==> config.mk <==
export PLATFORM = sky130hd
export DESIGN_NAME = p2prgb_ctrl
export DESIGN_NICKNAME = d
export VERILOG_FILES = /design/src/planar_to_packed_rgb_line_converter_unit_assert.svh /design/src/p2prgb_pkg.sv /design/src/p2prgb_ctrl.sv
export SDC_FILE = /design/constraint.sdc
export NUM_CORES = 1
export LEC_CHECK = 0
export CORE_MARGIN = 5
export CORE_UTILIZATION = 58
export DETAILED_ROUTE_END_ITERATION = 8
export DONT_BUFFER_PORTS = 1
export GPL_TIMING_DRIVEN = 0
export PLACE_DENSITY = 0.74
export SETUP_SLACK_MARGIN = 0.5
export SLEW_MARGIN = 25
export SYNTH_ARGS = -nofsm -noshare
export SYNTH_HDL_FRONTEND = slang
export SYNTH_SLANG_ARGS = --single-unit
==> constraint.sdc <==
create_clock -name clk -period 4.6 [get_ports clk]
set_input_delay 0.92 -clock clk [delete_from_list [all_inputs] [get_ports clk]]
set_output_delay 0.92 -clock clk [all_outputs]
set_load 0.05 [all_outputs]
==> src/planar_to_packed_rgb_line_converter_unit_assert.svh <==
// assertion macros shared by the rgb line converter rtl
`ifndef PLANAR_TO_PACKED_RGB_LINE_CONVERTER_UNIT_ASSERT_SVH
`define PLANAR_TO_PACKED_RGB_LINE_CONVERTER_UNIT_ASSERT_SVH

`ifndef SYNTHESIS

`define P2PRGB_ASSERT(lbl, clk, rst_n, prop, msg) \
    lbl: assert property (@(posedge clk) disable iff (!rst_n) prop) else $error(msg);

`define P2PRGB_NEVER(lbl, clk, rst_n, expr, msg) \
    lbl: assert property (@(posedge clk) disable iff (!rst_n) !(expr)) else $error(msg);

`else

`define P2PRGB_ASSERT(lbl, clk, rst_n, prop, msg)

`define P2PRGB_NEVER(lbl, clk, rst_n, expr, msg)

`endif

`endif

==> src/p2prgb_pkg.sv <==
// types, constants and helpers for the planar to packed rgb line converter
package p2prgb_pkg;

    localparam int MAX_WIDTH = 16384;
    localparam int BANK_SIZE = 3 * MAX_WIDTH;
    localparam int STORE_DEPTH = 2 * BANK_SIZE;
    localparam int WW = $clog2(MAX_WIDTH + 1);
    localparam int PX_W = $clog2(MAX_WIDTH);
    localparam int POS_W = $clog2(BANK_SIZE + 1);
    localparam int ADDR_W = $clog2(STORE_DEPTH);
    localparam int LW_W = 15;
    localparam int CFG_ADDR_W = 3;

    localparam logic OP_DATA = 1'b0;
    localparam logic OP_DRAIN = 1'b1;

    localparam logic MODE_PASS = 1'b0;
    localparam logic MODE_PACK = 1'b1;

    localparam logic REG_LINE_WIDTH = 1'b0;
    localparam logic REG_PACK_MODE = 1'b1;

    localparam logic [LW_W-1:0] LINE_WIDTH_RST = 15'd16384;

    localparam logic [1:0] CH_RED = 2'd0;
    localparam logic [1:0] CH_GREEN = 2'd1;
    localparam logic [1:0] CH_BLUE = 2'd2;

    typedef struct packed {
        logic            pack_mode;
        logic [WW-1:0]   eff_w;
        logic [POS_W-1:0] line_len;
    } cfg_t;

    typedef struct packed {
        logic       valid;
        logic       from_mem;
        logic [7:0] data;
        logic       last;
    } beat_t;

    function automatic logic [WW-1:0] eff_width(input logic [LW_W-1:0] lw);
        logic [WW-1:0] w;
        if (lw == '0)
            w = WW'(1);
        else if (32'(lw) > 32'(MAX_WIDTH))
            w = WW'(MAX_WIDTH);
        else
            w = WW'(lw);
        return w;
    endfunction

    function automatic logic [POS_W-1:0] line_length(input logic [WW-1:0] w);
        return POS_W'({w, 1'b0}) + POS_W'(w);
    endfunction

endpackage

==> src/p2prgb_ctrl.sv <==
// line position counters, bank swap and line store address generation
module p2prgb_ctrl (
    input  logic                         clk,
    input  logic                         rst_n,
    input  logic                         accept,
    input  logic                         operation,
    input  logic [7:0]                   data_byte,
    input  p2prgb_pkg::cfg_t             cfg,
    output logic                         mem_we,
    output logic [p2prgb_pkg::ADDR_W-1:0] mem_waddr,
    output logic [7:0]                   mem_wdata,
    output logic                         mem_re,
    output logic [p2prgb_pkg::ADDR_W-1:0] mem_raddr,
    output p2prgb_pkg::beat_t            beat
);

    logic [p2prgb_pkg::POS_W-1:0] write_pos_reg, write_pos_next;
    logic                         write_bank_reg, write_bank_next;
    logic [p2prgb_pkg::POS_W-1:0] read_pos_reg, read_pos_next;
    logic                         read_active_reg, read_active_next;
    logic [1:0]                   read_ch_reg, read_ch_next;
    logic [p2prgb_pkg::PX_W-1:0]  read_px_reg, read_px_next;
    p2prgb_pkg::beat_t            beat_reg, beat_next;

    logic                         packing;
    logic                         emit;
    logic                         store;
    logic [p2prgb_pkg::POS_W-1:0] read_pos_inc;
    logic [p2prgb_pkg::POS_W-1:0] write_pos_inc;
    logic [p2prgb_pkg::POS_W-1:0] plane_off;

    assign packing = accept && (cfg.pack_mode == p2prgb_pkg::MODE_PACK);
    assign emit = packing && read_active_reg && (read_pos_reg < cfg.line_len);
    assign store = packing && (operation == p2prgb_pkg::OP_DATA);
    assign read_pos_inc = read_pos_reg + 1'b1;
    assign write_pos_inc = write_pos_reg + 1'b1;

    always_comb
    begin
        case (read_ch_reg)
            p2prgb_pkg::CH_GREEN: plane_off = p2prgb_pkg::POS_W'(cfg.eff_w);
            p2prgb_pkg::CH_BLUE:  plane_off = p2prgb_pkg::POS_W'({cfg.eff_w, 1'b0});
            default:              plane_off = '0;
        endcase
    end

    // read bank is always the one not being written, so no same-entry overlap
    assign mem_re = emit;
    assign mem_raddr = (write_bank_reg ? '0 : p2prgb_pkg::ADDR_W'(p2prgb_pkg::BANK_SIZE))
                     + p2prgb_pkg::ADDR_W'(plane_off)
                     + p2prgb_pkg::ADDR_W'(read_px_reg);

    assign mem_we = store;
    assign mem_wdata = data_byte;
    assign mem_waddr = (write_bank_reg ? p2prgb_pkg::ADDR_W'(p2prgb_pkg::BANK_SIZE) : '0)
                     + p2prgb_pkg::ADDR_W'(write_pos_reg);

    always_comb
    begin
        write_pos_next = write_pos_reg;
        write_bank_next = write_bank_reg;
        read_pos_next = read_pos_reg;
        read_active_next = read_active_reg;
        read_ch_next = read_ch_reg;
        read_px_next = read_px_reg;
        beat_next = '0;

        if (accept && (cfg.pack_mode == p2prgb_pkg::MODE_PASS))
        begin
            beat_next.valid = (operation == p2prgb_pkg::OP_DATA);
            beat_next.data = data_byte;
        end

        if (packing && read_active_reg && !emit)
            read_active_next = 1'b0;

        if (emit)
        begin
            beat_next.valid = 1'b1;
            beat_next.from_mem = 1'b1;
            beat_next.last = (read_pos_inc >= cfg.line_len);
            read_pos_next = read_pos_inc;
            if (read_pos_inc >= cfg.line_len)
                read_active_next = 1'b0;
            if (read_ch_reg == p2prgb_pkg::CH_BLUE)
            begin
                read_ch_next = p2prgb_pkg::CH_RED;
                read_px_next = read_px_reg + 1'b1;
            end
            else
            begin
                read_ch_next = read_ch_reg + 1'b1;
            end
        end

        if (store)
        begin
            write_pos_next = write_pos_inc;
            // line complete: swap banks and restart the readout
            if (write_pos_inc >= cfg.line_len)
            begin
                write_bank_next = ~write_bank_reg;
                write_pos_next = '0;
                read_pos_next = '0;
                read_ch_next = p2prgb_pkg::CH_RED;
                read_px_next = '0;
                read_active_next = 1'b1;
            end
        end
    end

    always_ff @(posedge clk or negedge rst_n)
    begin
        if (!rst_n)
        begin
            write_pos_reg <= '0;
            write_bank_reg <= 1'b0;
            read_pos_reg <= '0;
            read_active_reg <= 1'b0;
            read_ch_reg <= p2prgb_pkg::CH_RED;
            read_px_reg <= '0;
            beat_reg <= '0;
        end
        else
        begin
            write_pos_reg <= write_pos_next;
            write_bank_reg <= write_bank_next;
            read_pos_reg <= read_pos_next;
            read_active_reg <= read_active_next;
            read_ch_reg <= read_ch_next;
            read_px_reg <= read_px_next;
            beat_reg <= beat_next;
        end
    end

    assign beat = beat_reg;

endmodule

==> impl_metrics.ini <==
[cells_and_area]
nets = 746
drive_gt1_share_pct = 21.5
areaGrowthSynthToFinish_pct = 20.5
stdcell_area_um2 = 6430
diodes = 0
instances_no_fill = 745

[timing]
tightest_slew_ns = 1.07
setup_viol = 1
setup-tns-final_ns = -0.000133
rsz0062_at_grt = true
finalHoldViolations = 0
timing.final.crit_share_pct = 100
slew_headroom_pct = 28.6
min_period_ns = 4.60
setup_ws_ns = -0.000133
fin_skew_ns = 0.00768
max_freq_mhz = 217
maxSlewViolCount = 0

[synth]
synth_edf_count = 0
netlist_instances = 602
ys_warn_count = 0
syn-num-nets = 719
synthXorXnorAreaFrac_pct = 8.70
synth_area_um2 = 5340
synth_top_family_by_area = simple AND/OR/NAND/NOR gates
synth_ff_type = dfrtp_1
synthArstFlopShare_pct = 100
ys_seq_elements = 61
ys_seq_area_share_pct = 28.6
avgSynthCellArea_um2 = 8.87
synthSimpleGateAreaFrac_pct = 19.0
synth_compound_area_share_pct = 17.4
synthAdderAreaFrac_pct = 17.4
synthMuxAreaShare_pct = 2.09
yosysUniqueCellTypes = 55

[placed_design]
hpwl_um = 9630
place.gp.congestion = 0.860
numPortBuffers = 0
place_ws_ns = -0.116
placed_area_um2 = 5540
dp_cells = 713

[die]
die-area_um2 = 11200
ioPinCount = 99
std_cell_rows = 35
coreArea_um2 = 9110
fp.dieW_um = 106
start_util_pct = 58.6
die_h_um = 106

[route]
vias = 4611
routed_wl_um = 14300
drt-vias-per-instance = 6.19
routedWlPerCell_um = 19.2
drt_iter0_drc = 192
drt-pass1-iter-count = 5
postRouteAntennaNets = 0
drcViolationCount = 0

[pwr]
power.total_uw = 2640
p_int_uw = 1430
vdd_drop_max_v = 0.000314
p_clk_share_pct = 20.7
power_density_nw_per_um2 = 410
pwr-share-comb_pct = 53.4
p_switching_uw = 1210
sequentialPowerShare_pct = 25.9
switching_share_pct = 45.9
power_leakage_uw = 0.00315

[clock_network]
clock-sinks = 61
cts_buffers = 9
htree_levels = 3
insertion_delay_ns = 0.35
cts_tree = yes
cts-root-buf = clkbuf_8
cts.reportedPaths.clkPinSlew_ns = 0.08
clockBufferDepth = 2

[global_routing]
grt_pass1_vias = 4639
grt_use_total_pct = 24.5
grt_first_pass_wirelength_um = 22500
grt_max_degree = 62
globalRouteOverflowTotal = 0
antenna_found_initial = 0

[run]
cap_violations = 0

[critical_path]
critPathCaptureType = output pin
criticalPathCategory = flip-flop to output pin
worstPathRequired_ns = 3.68
start_kind = flip-flop
worstPathMaxFanout = 6
cp.arrival_ns = 3.68

[status]
violations = negative setup slack
status = finished with violations

[min_path]
hold_path.class = primary input to asynchronous set/reset pin
-- worst max-delay path, stage by stage, from the launching register on --
cell and delay, ns:
dfrtp_1 0.44, inv_2 0.12, ha_4 0.21, and2_4 0.14, buf_8 0.12, clkbuf_16 0.15
a22o_4 0.26, ha_4 0.22, nor2b_4 0.13, o31a_1 0.28, o221a_4 0.28, o41ai_4 0.33
buf_4 0.19, o21ai_4 0.07, xor2_4 0.37
-- layout make-up --
class / instances / area (um^2)
plain buffers: 38 / 305
clock buffers: 9 / 124
clock inverters: 7 / 98.8
fillers: 682 / 2680
inverters: 34 / 131
multi-input cells: 469 / 3980
flip-flops and latches: 61 / 1530
well taps: 111 / 139
repair buffers: 16 / 128
-- power by group through the flow --
stage / combinational [uW] / sequential [uW] / clock, uW
floorplan: 958 / 671 / 0
finish: 1410 / 683 / 547
detailed placement: 1090 / 691 / 0
global placement: 1060 / 687 / 0
CTS: 1300 / 682 / 553
global route: 1510 / 695 / 571
-- cell usage in the layout, fill, tap and decap left out, types with 4 or more instances in the layout --
cell type | Yosys | layout
nand4_1 | 12 | 12
dfrtp_1 | 61 | 60
a21oi_2 | 0 | 6
nor3_1 | 11 | 11
a31oi_1 | 5 | 5
ha_1 | 71 | 60
xnor2_4 | 0 | 8
nand3_1 | 24 | 21
inv_1 | 34 | 31
ha_4 | 0 | 9
a21o_1 | 11 | 11
buf_2 | 2 | 4
clkbuf_1 | 13 | 6
nor2_1 | 38 | 37
a21oi_1 | 36 | 26
xnor2_1 | 31 | 21
nand2_1 | 41 | 38
and2_1 | 14 | 12
a21oi_4 | 0 | 4
xor2_1 | 22 | 19
mux2i_1 | 10 | 10
o21a_1 | 7 | 7
or3_1 | 12 | 12
or2_2 | 6 | 6
o21ai_1 | 2 | 4
buf_4 | 22 | 37
clkbuf_8 | 0 | 10
nor2b_1 | 10 | 9
a22o_1 | 20 | 18
and3_1 | 9 | 8
o21ai_0 | 28 | 24
nor4_1 | 5 | 5
o31ai_1 | 4 | 4
-- synth_stat cells, types with 3 or more instances --
| cell type | n | area (um^2) |
|---|---|---|
| o21a_1 | 7 | 52.6 |
| ha_1 | 71 | 888 |
| and3_1 | 9 | 56.3 |
| buf_4 | 22 | 165 |
| nand2_1 | 41 | 154 |
| inv_1 | 34 | 128 |
| a211o_1 | 3 | 26.3 |
| a21oi_1 | 36 | 180 |
| dfrtp_1 | 61 | 1530 |
| nor2_1 | 38 | 143 |
| xnor2_1 | 31 | 272 |
| nor3_1 | 11 | 55.1 |
| o21ai_0 | 28 | 140 |
| mux2i_1 | 10 | 100 |
| or3_1 | 12 | 75.1 |
| and2_1 | 14 | 87.6 |
| or4_1 | 3 | 22.5 |
| nor2b_1 | 10 | 62.6 |
| a22o_1 | 20 | 175 |
| a211oi_1 | 3 | 22.5 |
| nand4b_1 | 3 | 26.3 |
| a31oi_1 | 5 | 31.3 |
| nand4_1 | 12 | 75.1 |
| or2_2 | 6 | 37.5 |
| nand3_1 | 24 | 120 |
| xor2_1 | 22 | 193 |
| o31ai_1 | 4 | 30.0 |
| clkbuf_1 | 13 | 48.8 |
| nor4_1 | 5 | 31.3 |
| a21o_1 | 11 | 82.6 |
-- metrics by stage --
step / util (%) / hold slack, ns
2_1_floorplan: - / 0.448
3_3_place_gp: 60.8 / 0.502
3_5_place_dp: 60.9 / 0.522
4_1_cts: 67.7 / 0.249
5_1_grt: 70.6 / 0.241
6_report: 70.6 / 0.259
-- repair_timing --
item,CTS,global route
hold buffers,0,0
buffers inserted,10,6
pin swaps,11,23
resized for setup,54,47
setup endpoints to repair,17,57
-- final timing paths --
kind / start / end / slack, ns / cells after the start
min in group clk: read_active_reg / read_active_reg / 0.55 / 2
worst min-delay path: rst_n / write_pos_reg[9] / 0.26 / 0
worst max register to register: write_pos_reg[0] / write_pos_reg[5] / 0.72 / 14
worst max-delay path: read_ch_reg[1] / mem_raddr[14] / -0.0001 / 14
worst min register to register: read_active_reg / read_active_reg / 0.55 / 2
max in group asynchronous: rst_n / write_bank_reg / 4.22 / 0
-- kinds of logic (layout without fill, tap and decap cells) --
group,after synthesis,count (layout)
compound gates,135,135
xor+xnor,53,53
fa+ha+maj,73,73
buf+inv,72,104
flops,61,61
mux,11,11
simple gates,197,197
-- layer usage --
metal  part of all wire, %  wire [um]  up-vias  track usage [%]
met3                   5.3        757       33             4.49
met4                   3.1        445        0             9.44
met5                     0          0        -                0
li1                      -          -     2193                -
met1                    40       5680     2224             28.9
met2                    52       7430      161             44.2
No activity file was read; power rests on OpenSTA's default activity.
