`src/planar_to_packed_rgb_line_converter_unit_assert.svh`:
```
// assertion macros shared by the rgb line converter rtl
`ifndef PLANAR_TO_PACKED_RGB_LINE_CONVERTER_UNIT_ASSERT_SVH
`define PLANAR_TO_PACKED_RGB_LINE_CONVERTER_UNIT_ASSERT_SVH

`ifndef SYNTHESIS

`define P2PRGB_ASSERT(lbl, clk, rst_n, prop, msg) \
    lbl: assert property (@(posedge clk) disable iff (!rst_n) prop) else $error(msg);

`define P2PRGB_NEVER(lbl, clk, rst_n, expr, msg) \
    lbl: assert property (@(posedge clk) disable iff (!rst_n) !(expr)) else $error(msg);

`else

`define P2PRGB_ASSERT(lbl, clk, rst_n, prop, msg)

`define P2PRGB_NEVER(lbl, clk, rst_n, expr, msg)

`endif

`endif

```
`src/p2prgb_pkg.sv`:
```
// types, constants and helpers for the planar to packed rgb line converter
package p2prgb_pkg;

    localparam int MAX_WIDTH = 16384;
    localparam int BANK_SIZE = 3 * MAX_WIDTH;
    localparam int STORE_DEPTH = 2 * BANK_SIZE;
    localparam int WW = $clog2(MAX_WIDTH + 1);
    localparam int PX_W = $clog2(MAX_WIDTH);
    localparam int POS_W = $clog2(BANK_SIZE + 1);
    localparam int ADDR_W = $clog2(STORE_DEPTH);
    localparam int LW_W = 15;
    localparam int CFG_ADDR_W = 3;

    localparam logic OP_DATA = 1'b0;
    localparam logic OP_DRAIN = 1'b1;

    localparam logic MODE_PASS = 1'b0;
    localparam logic MODE_PACK = 1'b1;

    localparam logic REG_LINE_WIDTH = 1'b0;
    localparam logic REG_PACK_MODE = 1'b1;

    localparam logic [LW_W-1:0] LINE_WIDTH_RST = 15'd16384;

    localparam logic [1:0] CH_RED = 2'd0;
    localparam logic [1:0] CH_GREEN = 2'd1;
    localparam logic [1:0] CH_BLUE = 2'd2;

    typedef struct packed {
        logic            pack_mode;
        logic [WW-1:0]   eff_w;
        logic [POS_W-1:0] line_len;
    } cfg_t;

    typedef struct packed {
        logic       valid;
        logic       from_mem;
        logic [7:0] data;
        logic       last;
    } beat_t;

    function automatic logic [WW-1:0] eff_width(input logic [LW_W-1:0] lw);
        logic [WW-1:0] w;
        if (lw == '0)
            w = WW'(1);
        else if (32'(lw) > 32'(MAX_WIDTH))
            w = WW'(MAX_WIDTH);
        else
            w = WW'(lw);
        return w;
    endfunction

    function automatic logic [POS_W-1:0] line_length(input logic [WW-1:0] w);
        return POS_W'({w, 1'b0}) + POS_W'(w);
    endfunction

endpackage

```
`src/p2prgb_if.sv`:
```


interface p2prgb_out_if;
    logic       valid;
    logic       ready;
    logic [7:0] packed_byte;
    logic       last_of_line;

    modport source (output valid, output packed_byte, output last_of_line, input ready);
    modport sink (input valid, input packed_byte, input last_of_line, output ready);
endinterface

```
`src/p2prgb_out_buf.sv`:
```
// two-entry output buffer that catches ram read data under back-pressure
module p2prgb_out_buf (
    input  logic              clk,
    input  logic              rst_n,
    input  p2prgb_pkg::beat_t beat,
    input  logic [7:0]        mem_rdata,
    output logic              room,
    output logic              skid_full,
    p2prgb_out_if.source      out_ch
);

    logic       out_valid_reg, out_valid_next;
    logic [7:0] out_data_reg, out_data_next;
    logic       out_last_reg, out_last_next;
    logic       skid_valid_reg, skid_valid_next;
    logic [7:0] skid_data_reg, skid_data_next;
    logic       skid_last_reg, skid_last_next;

    logic       pop;
    logic [7:0] beat_data;
    logic [1:0] fill;

    assign pop = out_valid_reg && out_ch.ready;
    assign beat_data = beat.from_mem ? mem_rdata : beat.data;

    // one beat may still come out of the ram, so leave a slot for it
    assign fill = 2'(out_valid_reg) + 2'(skid_valid_reg) + 2'(beat.valid) - 2'(pop);
    assign room = (fill <= 2'd1);
    assign skid_full = skid_valid_reg;

    always_comb
    begin
        out_valid_next = out_valid_reg;
        out_data_next = out_data_reg;
        out_last_next = out_last_reg;
        skid_valid_next = skid_valid_reg;
        skid_data_next = skid_data_reg;
        skid_last_next = skid_last_reg;

        if (pop || !out_valid_reg)
        begin
            if (skid_valid_reg)
            begin
                out_valid_next = 1'b1;
                out_data_next = skid_data_reg;
                out_last_next = skid_last_reg;
                skid_valid_next = beat.valid;
                skid_data_next = beat_data;
                skid_last_next = beat.last;
            end
            else
            begin
                out_valid_next = beat.valid;
                out_data_next = beat_data;
                out_last_next = beat.last;
            end
        end
        else if (beat.valid)
        begin
            skid_valid_next = 1'b1;
            skid_data_next = beat_data;
            skid_last_next = beat.last;
        end
    end

    always_ff @(posedge clk or negedge rst_n)
    begin
        if (!rst_n)
        begin
            out_valid_reg <= 1'b0;
            skid_valid_reg <= 1'b0;
        end
        else
        begin
            out_valid_reg <= out_valid_next;
            skid_valid_reg <= skid_valid_next;
        end
    end

    always_ff @(posedge clk)
    begin
        out_data_reg <= out_data_next;
        out_last_reg <= out_last_next;
        skid_data_reg <= skid_data_next;
        skid_last_reg <= skid_last_next;
    end

    assign out_ch.valid = out_valid_reg;
    assign out_ch.packed_byte = out_data_reg;
    assign out_ch.last_of_line = out_last_reg;

endmodule
```
`src/flat_wrapper.sv`:
```
// flat-port wrapper written by rule: the top's interface ports become plain ports
module p2prgb_out_buf_flat 
  (clk, rst_n, beat, mem_rdata, room, skid_full, out_ch_valid, out_ch_packed_byte, out_ch_last_of_line, out_ch_ready);
  p2prgb_out_if out_ch_i ();
  input  logic clk;
  input  logic rst_n;
  input  p2prgb_pkg::beat_t beat;
  input  logic [7:0] mem_rdata;
  output logic room;
  output logic skid_full;
  output wire logic [$bits(out_ch_i.valid)-1:0] out_ch_valid;
  output wire logic [$bits(out_ch_i.packed_byte)-1:0] out_ch_packed_byte;
  output wire logic [$bits(out_ch_i.last_of_line)-1:0] out_ch_last_of_line;
  input wire logic [$bits(out_ch_i.ready)-1:0] out_ch_ready;
  assign out_ch_valid = out_ch_i.valid;
  assign out_ch_packed_byte = out_ch_i.packed_byte;
  assign out_ch_last_of_line = out_ch_i.last_of_line;
  assign out_ch_i.ready = out_ch_ready;
  p2prgb_out_buf u_core (.clk(clk), .rst_n(rst_n), .beat(beat), .mem_rdata(mem_rdata), .room(room), .skid_full(skid_full), .out_ch(out_ch_i));
endmodule
```
`config.mk`:
```
export PLATFORM = sky130hd
export DESIGN_NAME = p2prgb_out_buf_flat
export DESIGN_NICKNAME = d
export VERILOG_FILES = /design/src/planar_to_packed_rgb_line_converter_unit_assert.svh /design/src/p2prgb_pkg.sv /design/src/p2prgb_if.sv /design/src/p2prgb_out_buf.sv /design/src/flat_wrapper.sv
export SDC_FILE = /design/constraint.sdc
export NUM_CORES = 1
export LEC_CHECK = 0
export ABC_AREA = 1
export BUFFER_PORTS_ARGS = -buffer_cell sky130_fd_sc_hd__buf_2
export CAP_MARGIN = 5
export CORE_UTILIZATION = 51
export CTS_BUF_LIST = sky130_fd_sc_hd__clkbuf_2
export DETAILED_ROUTE_END_ITERATION = 6
export PLACE_DENSITY = 0.81
export SYNTH_ARGS = -nofsm -noshare
export SYNTH_HDL_FRONTEND = slang
export SYNTH_SLANG_ARGS = --single-unit
```
`constraint.sdc`:
```
create_clock -name clk -period 1.9 [get_ports clk]
set_input_delay 0.38 -clock clk [delete_from_list [all_inputs] [get_ports clk]]
set_output_delay 0.38 -clock clk [all_outputs]
set_load 0.01 [all_outputs]
```
==> results.py, run 1 <==
metrics = {
    "pwr": {
        "power_mw": 1.01,
        "p_leak_nw": 0.670,
        "ir_drop_uv": 387,
        "p_per_area_nw_per_um2": 792,
    },
    "final_layout": {
        "ff_latch_area_sq_um": 591,
        "antenna_cells": 0,
        "layout-drive-gt1-share_pct": 31.6,
        "num-fill-cells": 142,
        "area_delta_synth_final_pct": 26.2,
        "multi_input_area_sq_um": 343,
        "instances_no_fill": 177,
        "nNetsFinal": 177,
    },
    "global_routing": {
        "grt_max_degree": 14,
        "grt_pass1_vias": 687,
        "grt_overflow": 0,
        "antenna_found_initial": 0,
        "grt_pass1_wl_um": 2700,
        "grtUsageTotal_pct": 19.1,
    },
    "clock_tree": {
        "cts_tree": "done",
        "cts_root_buffer": "clkbuf_2",
        "cts.sinks": 20,
        "cts_buffer_depth": 2,
        "clock_latency_ns": 0.31,
        "ctsHtreeMaxLevel": 1,
        "cts_buffers": 3,
        "clk_pin_slew_worst_paths_ns": 0.17,
    },
    "worst_setup_path": {
        "slowest_delay_ns": 0.42,
        "cp.required_ns": 1.52,
        "end_kind": "output port",
        "critical_path_class": "flop to output port",
        "cp_num_buf_inv": 3,
        "critical_path.max_fanout": 2,
        "crit_family": "adder cells",
        "crit_arrival_ns": 1.73,
        "critPathLaunchType": "flop",
        "crit_top_cell": "nand2_1",
        "path_cells": "nand2_1 > inv_2 > ha_4 > inv_4 > ha_4 > nand2_4 > nand2_2 > nand2_1 > nand2_1 > buf_2",
        "critPathSlowestCell": "dfrtp_1",
    },
    "logic_synthesis": {
        "syn-num-nets": 137,
        "synth_enable_flop_cells": 18,
        "synthDistinctLibCells": 13,
        "synth_common_cells": "nand2_1, inv_1, edfxtp_1",
        "synthCells": 113,
        "avgSynthCellArea_sq_um": 8.97,
        "synth.most_common_cell": "nand2_1",
        "synth_area_leaders": "edfxtp_1, nand2_1, inv_1",
        "ys_seq_elements": 20,
        "ys_warn_count": 0,
        "netlist.area_leader.share_pct": 53.3,
        "netlist_area_sq_um": 1010,
        "synth_flop_cell": "edfxtp_1",
        "ys_seq_area_share_pct": 58.3,
        "yosysTopAreaCell": "edfxtp_1",
        "async_flop_share_pct": 10.0,
    },
    "floorplan": {
        "start_util_pct": 56.3,
        "die_x_um": 46.6,
        "row_count": 15,
        "fp.coreArea_sq_um": 1800,
        "die_area_sq_um": 2170,
        "die_y_um": 46.6,
        "ios": 34,
    },
    "placement": {
        "hpwl_um": 1310,
        "dp.cells": 170,
        "place.port_buffers": 33,
        "gp_congestion": 0.670,
    },
    "run_status": {
        "outcome": "finished, violations left",
        "violations": "setup timing",
    },
    "detailed_routing": {
        "routedWlPerCell_um": 9.79,
        "viasPerCell": 4.45,
        "ant_nets": 0,
        "routed_wl_um": 1730,
        "via_count": 787,
        "drc": 0,
        "first_pass_iters": 4,
        "drt_iter0_drc": 30,
    },
    "run": {
        "maxCapViolCount": 0,
    },
    "timing": {
        "rsz0062_at_grt": "true",
        "clock.fmax_mhz": 473,
        "fin_skew_ns": 0.00217,
        "slew_viol_final": 0,
        "final-hold-violation-count": 0,
        "setup_viol": 1,
        "relSlewSlack_pct": 76.4,
        "fin_crit_sh_pct": 111,
        "worst_slew_pin_slew_ns": 0.353,
        "setup_slack_ns": -0.213,
        "period_needed_ns": 2.11,
    },
    "min_path": {
        "hold_class": "input port to flop",
    },
}
## where the power goes
group	switching (mW)	internal, mW
Combinational	0.159	0.122
Sequential	0.0145	0.552
Clock	0.120	0.0457
## kinds of logic (layout without fill, tap and decap cells)
family | count (synthesis) | after routing | share of synthesized area [%]
flops | 20 | 20 | 58.3
simple gates | 66 | 66 | 27.9
buf+inv | 25 | 64 | 11.4
fa+ha+maj | 2 | 2 | 2.47
## placed cells by master, fill, tap and decap left out
cell	synthesis	final
and2_1	8	8
buf_2	0	33
buf_4	1	4
clkbuf_2	0	3
clkinv_1	0	1
dfrtp_1	2	2
dlygate4sd3_1	0	1
edfxtp_1	18	18
ha_4	0	2
inv_1	20	18
inv_2	1	1
inv_4	1	3
nand2_1	47	45
nand2_2	0	1
nand2_4	0	1
nand3_1	9	9
nand3b_1	1	1
nor2_1	1	1
## stage by stage
step / area [sq um] / setup TNS, ns / setup slack (ns) / hold slack (ns) / utilization [%]
CTS: 1240 / -0.223 / -0.223 / 0.258 / 68.9
global route: 1280 / -0.310 / -0.310 / 0.248 / 71.0
global placement: 1190 / 0 / 0.0803 / 0.166 / 66.3
detailed placement: 1190 / 0 / 0.0243 / 0.168 / 66.3
floorplan: 1010 / 0 / 0.110 / 0.0844 / -
finish: 1280 / -0.213 / -0.213 / 0.256 / 71.0
## routing by layer
metal	part of all wire [%]	global-route usage, %	wire length (um)
met3	5.9	2.35	102
met1	43	23.1	744
met2	48	29.7	831
met5	0	0	0
met4	3.1	16.5	54
## path summary, 6_finish.rpt
path,from,endpoint,slack (ns),cells past startpoint
min in group asynchronous,rst_n,u_core.out_ch.valid$_DFFE_PN0P_,0.35,2
worst max-delay path,u_core.out_ch.valid$_DFFE_PN0P_,room,-0.21,10
worst min-delay path,beat[0],u_core.skid_last_reg$_DFFE_PP_,0.26,1
worst min register to register,u_core.skid_last_reg$_DFFE_PP_,u_core.out_ch.last_of_line$_DFFE_PP_,0.54,2
max in group asynchronous,rst_n,u_core.skid_full$_DFFE_PN0P_,1.46,2
worst max register to register,u_core.out_ch.valid$_DFFE_PN0P_,u_core.skid_data_reg[4]$_DFFE_PP_,0.38,5
## area by class of cell
class                      count  share of cell area [%]
sequential                    20                    46.2
multi-input combinational     68                    26.8
timing repair buffer          38                    16.0
inverter                      22                    7.04
tap                           25                    2.45
clock buffer                   3                    1.17
clock inverter                 1                   0.294
## what timing repair did
item,in CTS,in global routing
endpoints found under the hold margin,2,0
hold buffers,1,0
pin swaps,2,3
buffers inserted,2,0
resized for setup,1,8
cloned,0,0
setup endpoints to repair,1,1
(Power assumes the default switching activity.)
==> run 2: changes to the inputs <==
Settings changed: CORE_UTILIZATION 51 to 55, PLACE_DENSITY 0.81 to 0.86.
Clock period 1.9 ns to 2.72 ns, I/O delays scaled along.
==> results.py, run 2 (synthesis results as in run 1) <==
metrics = {
    "timing": {
        "setup_slack_ns": 0.234,
        "rsz0062_at_grt": "false",
        "clock.fmax_mhz": 402,
        "final-hold-violation-count": 0,
        "tns_ns": 0,
        "relSlewSlack_pct": 71.6,
        "worst_slew_pin_slew_ns": 0.426,
        "fin_crit_sh_pct": 91.4,
        "fin_skew_ns": 0.00903,
        "period_needed_ns": 2.49,
        "slew_viol_final": 0,
        "setup_viol": 0,
    },
    "final_layout": {
        "fin_area_sq_um": 1240,
        "layout-drive-gt1-share_pct": 27.0,
        "area_delta_synth_final_pct": 22.0,
        "final_common_cell": "nand2_1",
        "final_core_util_pct": 71.6,
        "mostFrequentLayoutCells": "nand2_1, buf_2, inv_1",
        "antenna_cells": 0,
        "num-fill-cells": 133,
        "nNetsFinal": 173,
        "multi_input_area_sq_um": 308,
        "ff_latch_area_sq_um": 592,
    },
    "pwr": {
        "p_int_uw": 576,
        "power_frac_clock_pct": 28.2,
        "combPwrFrac_pct": 19.6,
        "ir_drop_uv": 323,
        "swShare_pct": 25.5,
        "power.switching_uw": 197,
        "seqPwrFrac_pct": 52.2,
        "p_per_area_nw_per_um2": 625,
        "p_leak_nw": 0.659,
        "power_uw": 773,
    },
    "global_routing": {
        "grt_pass1_vias": 672,
        "antenna_found_initial": 0,
        "grt_max_degree": 15,
        "grtUsageTotal_pct": 18.3,
        "grt_pass1_wl_um": 2590,
        "grt_overflow": 0,
    },
    "floorplan": {
        "fp.coreArea_sq_um": 1730,
        "die_x_um": 44.9,
        "die_y_um": 44.9,
        "die_area_sq_um": 2020,
        "start_util_pct": 58.7,
        "row_count": 15,
        "ios": 34,
    },
    "clock_tree": {
        "cts_setup_buffers": 0,
        "cts_buffers": 3,
        "cts_root_buffer": "clkbuf_2",
        "cts.sinks": 20,
        "cts_tree": "done",
        "clock_latency_ns": 0.32,
        "ctsHtreeMaxLevel": 1,
        "clk_pin_slew_worst_paths_ns": 0.19,
        "cts_buffer_depth": 2,
    },
    "run_status": {
        "outcome": "completed",
    },
    "worst_setup_path": {
        "r2r-start": "u_core.out_ch.valid$_DFFE_PN0P_",
        "cp.required_ns": 2.18,
        "critical_path_class": "flop to output port",
        "reg2reg_to": "u_core.skid_data_reg[0]$_DFFE_PP_",
        "end_kind": "output port",
        "reg2regPathDepth": 4,
        "critPathLaunchType": "flop",
        "crit_arrival_ns": 1.94,
        "r2r_slack_ns": 1.17,
        "critical_path.max_fanout": 14,
    },
    "detailed_routing": {
        "drt_iter0_drc": 16,
        "drc": 0,
        "routedWlPerCell_um": 9.25,
        "viasPerCell": 4.55,
        "ant_nets": 0,
        "via_count": 788,
        "routed_wl_um": 1600,
        "first_pass_iters": 4,
    },
    "min_path": {
        "hold_class": "input port to flop",
        "hold_path_depth": 1,
        "min_to": "u_core.skid_last_reg$_DFFE_PP_",
        "hp-start": "beat[0]",
    },
    "placement": {
        "pre_cts_ws_ns": 0.471,
        "place.port_buffers": 33,
        "gp_congestion": 0.771,
        "hpwl_um": 1280,
        "dpl_cell_area_sq_um": 1180,
    },
    "run": {
        "maxCapViolCount": 0,
    },
}
-- run 2: cell types whose count changed in the layout (fill, tap and decap cells not counted), sizes merged --
cell / change
clkinv: -1
bufinv: +1
buf: -4
-- run 2: per-layer routing --
metal,global-route usage [%],share of wire [%],up-vias
li1,-,-,415
met1,23.9,45,329
met2,29.6,47,37
met3,1.20,4.8,7
met4,12.1,3.1,0
met5,0,0,-
-- run 2: final cells by class --
class | instances | area share [%]
clock buffers | 3 | 1.21
clock inverters | 1 | 2.43
flip-flops and latches | 20 | 47.9
inverters | 22 | 6.88
well taps | 25 | 2.53
repair buffers | 34 | 14.2
multi-input cells | 68 | 24.9
-- run 2: worst max path at each step --
stage | from | endpoint
2_1_floorplan | u_core.skid_full$_DFFE_PN0P_ | room
3_3_place_gp | u_core.skid_full$_DFFE_PN0P_ | room
3_5_place_dp | u_core.skid_full$_DFFE_PN0P_ | room
4_1_cts | u_core.skid_full$_DFFE_PN0P_ | room
5_1_grt | u_core.skid_full$_DFFE_PN0P_ | room
6_report | u_core.skid_full$_DFFE_PN0P_ | room
-- run 2: critical path, stage by stage, from the launching register on --
cell	delay, ns
dfrtp_2	0.54
inv_2	0.14
ha_1	0.30
inv_1	0.04
ha_1	0.26
nand2_1	0.08
nand2_1	0.05
nand2_1	0.05
nand2_1	0.04
buf_2	0.13
-- run 2: stage by stage --
stage | cells | hold slack, ns
5_1_grt | 173 | 0.388
3_5_place_dp | 168 | 0.331
4_1_cts | 173 | 0.403
2_1_floorplan | 113 | 0.248
6_report | 173 | 0.401
3_3_place_gp | 168 | 0.329
-- run 2: timing repair --
| item | 4_1_cts | 5_1_grt |
|---|---|---|
| setup endpoints to repair | 0 | 1 |
| endpoints found under the hold margin | 2 | 0 |
| gates resized for setup | 0 | 1 |
| hold buffers | 1 | 0 |
-- run 2: power groups by stage --
stage	clock network (mW)	registers, mW	logic, mW
floorplan	0	0.418	0.0929
global placement	0	0.408	0.145
detailed placement	0	0.410	0.152
CTS	0.216	0.403	0.153
global route	0.226	0.408	0.175
finish	0.218	0.404	0.151
==> run 3: changes to the inputs <==
Settings changed: CORE_UTILIZATION 55 to 51, PLACE_DENSITY 0.86 to 0.81.
Clock period 2.72 ns to 2.4 ns, I/O delays scaled along.
==> results.py, run 3 (synthesis results as in run 1) <==
metrics = {
    "timing": {
        "setup_viol": 0,
        "worst_slew_pin_slew_ns": 0.417,
        "tns_ns": 0,
        "rsz0062_at_grt": "false",
        "final-hold-violation-count": 0,
        "fin_skew_ns": 0.0206,
        "fin_crit_sh_pct": 93.7,
        "clock.fmax_mhz": 445,
        "relSlewSlack_pct": 72.1,
        "slew_viol_final": 0,
        "period_needed_ns": 2.25,
    },
    "run_status": {
        "outcome": "completed",
    },
    "global_routing": {
        "grt_pass1_vias": 576,
        "grtUsageTotal_pct": 15.5,
        "grt_overflow": 0,
        "antenna_found_initial": 0,
        "grt_max_degree": 14,
        "grt_pass1_wl_um": 2250,
    },
    "pwr": {
        "p_leak_nw": 0.655,
        "p_per_area_nw_per_um2": 627,
        "ir_drop_uv": 305,
    },
    "placement": {
        "hpwl_um": 1240,
        "dpl_cell_area_sq_um": 1190,
        "place.port_buffers": 33,
        "gp_congestion": 0.667,
    },
    "min_path": {
        "hp-start": "beat[0]",
        "hold_class": "input port to flop",
        "hold_path_depth": 1,
        "min_to": "u_core.skid_last_reg$_DFFE_PP_",
    },
    "floorplan": {
        "row_count": 15,
        "fp.coreArea_sq_um": 1800,
        "start_util_pct": 56.3,
        "ios": 34,
        "die_area_sq_um": 2170,
        "die_x_um": 46.6,
        "die_y_um": 46.6,
    },
    "detailed_routing": {
        "viasPerCell": 4.42,
        "via_count": 769,
        "ant_nets": 0,
        "drt_iter0_drc": 14,
        "drc": 0,
        "routedWlPerCell_um": 8.68,
        "routed_wl_um": 1510,
        "first_pass_iters": 4,
    },
    "clock_tree": {
        "clock_latency_ns": 0.30,
        "clk_pin_slew_worst_paths_ns": 0.17,
        "cts.sinks": 20,
        "postCtsHoldBufs": 1,
        "ctsHtreeMaxLevel": 1,
        "cts_tree": "done",
        "cts_buffers": 3,
        "cts_buffer_depth": 2,
        "cts_setup_buffers": 0,
        "cts_resized": 0,
        "cts_root_buffer": "clkbuf_2",
    },
    "worst_setup_path": {
        "crit_family": "adder cells",
        "critPathLaunchType": "flop",
        "crit_top_cell": "nand2_1",
        "reg2reg_to": "u_core.skid_data_reg[1]$_DFFE_PP_",
        "critical_path_class": "flop to output port",
        "cp.required_ns": 1.92,
        "end_kind": "output port",
        "critical_path.max_fanout": 5,
        "cp_num_buf_inv": 3,
        "crit_arrival_ns": 1.77,
        "r2r_slack_ns": 0.88,
        "r2r-start": "u_core.out_ch.valid$_DFFE_PN0P_",
        "slowest_delay_ns": 0.45,
        "path_cells": "nand2_1 > inv_1 > ha_1 > inv_1 > ha_1 > nand2_1 > nand2_1 > nand2_1 > nand2_1 > buf_2",
        "reg2regPathDepth": 4,
        "critPathSlowestCell": "dfrtp_1",
    },
    "final_layout": {
        "fin_area_sq_um": 1220,
        "mostFrequentLayoutCells": "nand2_1, buf_2, inv_1",
        "final_core_util_pct": 67.6,
        "layout-drive-gt1-share_pct": 26.8,
        "antenna_cells": 0,
        "nNetsFinal": 174,
        "final_common_cell": "nand2_1",
        "multi_input_area_sq_um": 308,
        "num-fill-cells": 147,
        "area_delta_synth_final_pct": 20.1,
        "ff_latch_area_sq_um": 591,
    },
    "run": {
        "maxCapViolCount": 0,
    },
}
-- run 3: where the power goes --
| part | internal [mW] | switching, mW | leakage (nW) | total, mW |
|---|---|---|---|---|
| Combinational | 0.0739 | 0.107 | 0.440 | 0.181 |
| Clock | 0.0442 | 0.0888 | 0.0166 | 0.133 |
| Sequential | 0.437 | 0.0113 | 0.198 | 0.449 |
-- run 3: how the worst max path moves through the flow --
stage | from | to | slack [ns] | cells past startpoint
4_1_cts | u_core.skid_full$_DFFE_PN0P_ | room | 0.14 | 9
5_1_grt | u_core.out_ch.valid$_DFFE_PN0P_ | room | 0.04 | 10
2_1_floorplan | u_core.skid_full$_DFFE_PN0P_ | room | 0.51 | 8
3_5_place_dp | out_ch_ready | room | 0.34 | 11
6_report | u_core.out_ch.valid$_DFFE_PN0P_ | room | 0.15 | 10
3_3_place_gp | out_ch_ready | room | 0.38 | 11
-- run 3: area by class of cell --
class / count / area share (%)
clock buffer: 4 / 1.64
sequential: 20 / 48.5
tap: 25 / 2.57
inverter: 22 / 6.99
timing repair buffer: 35 / 15.0
multi-input combinational: 68 / 25.3
-- run 3: per-stage QoR --
step | worst slack [ns] | instances | hold slack [ns] | power, mW
2_1_floorplan | 0.510 | 113 | 0.184 | 0.579
3_3_place_gp | 0.382 | 169 | 0.264 | 0.630
3_5_place_dp | 0.342 | 169 | 0.265 | 0.639
4_1_cts | 0.139 | 174 | 0.359 | 0.767
5_1_grt | 0.0385 | 174 | 0.363 | 0.802
6_report | 0.151 | 174 | 0.365 | 0.763
-- run 3: routing by layer --
metal,wire (um),vias to the layer above,track usage (%)
met5,0,-,0
met4,19,0,10.6
met3,82,2,1.18
met2,695,31,25.0
met1,713,318,19.7
li1,-,418,-
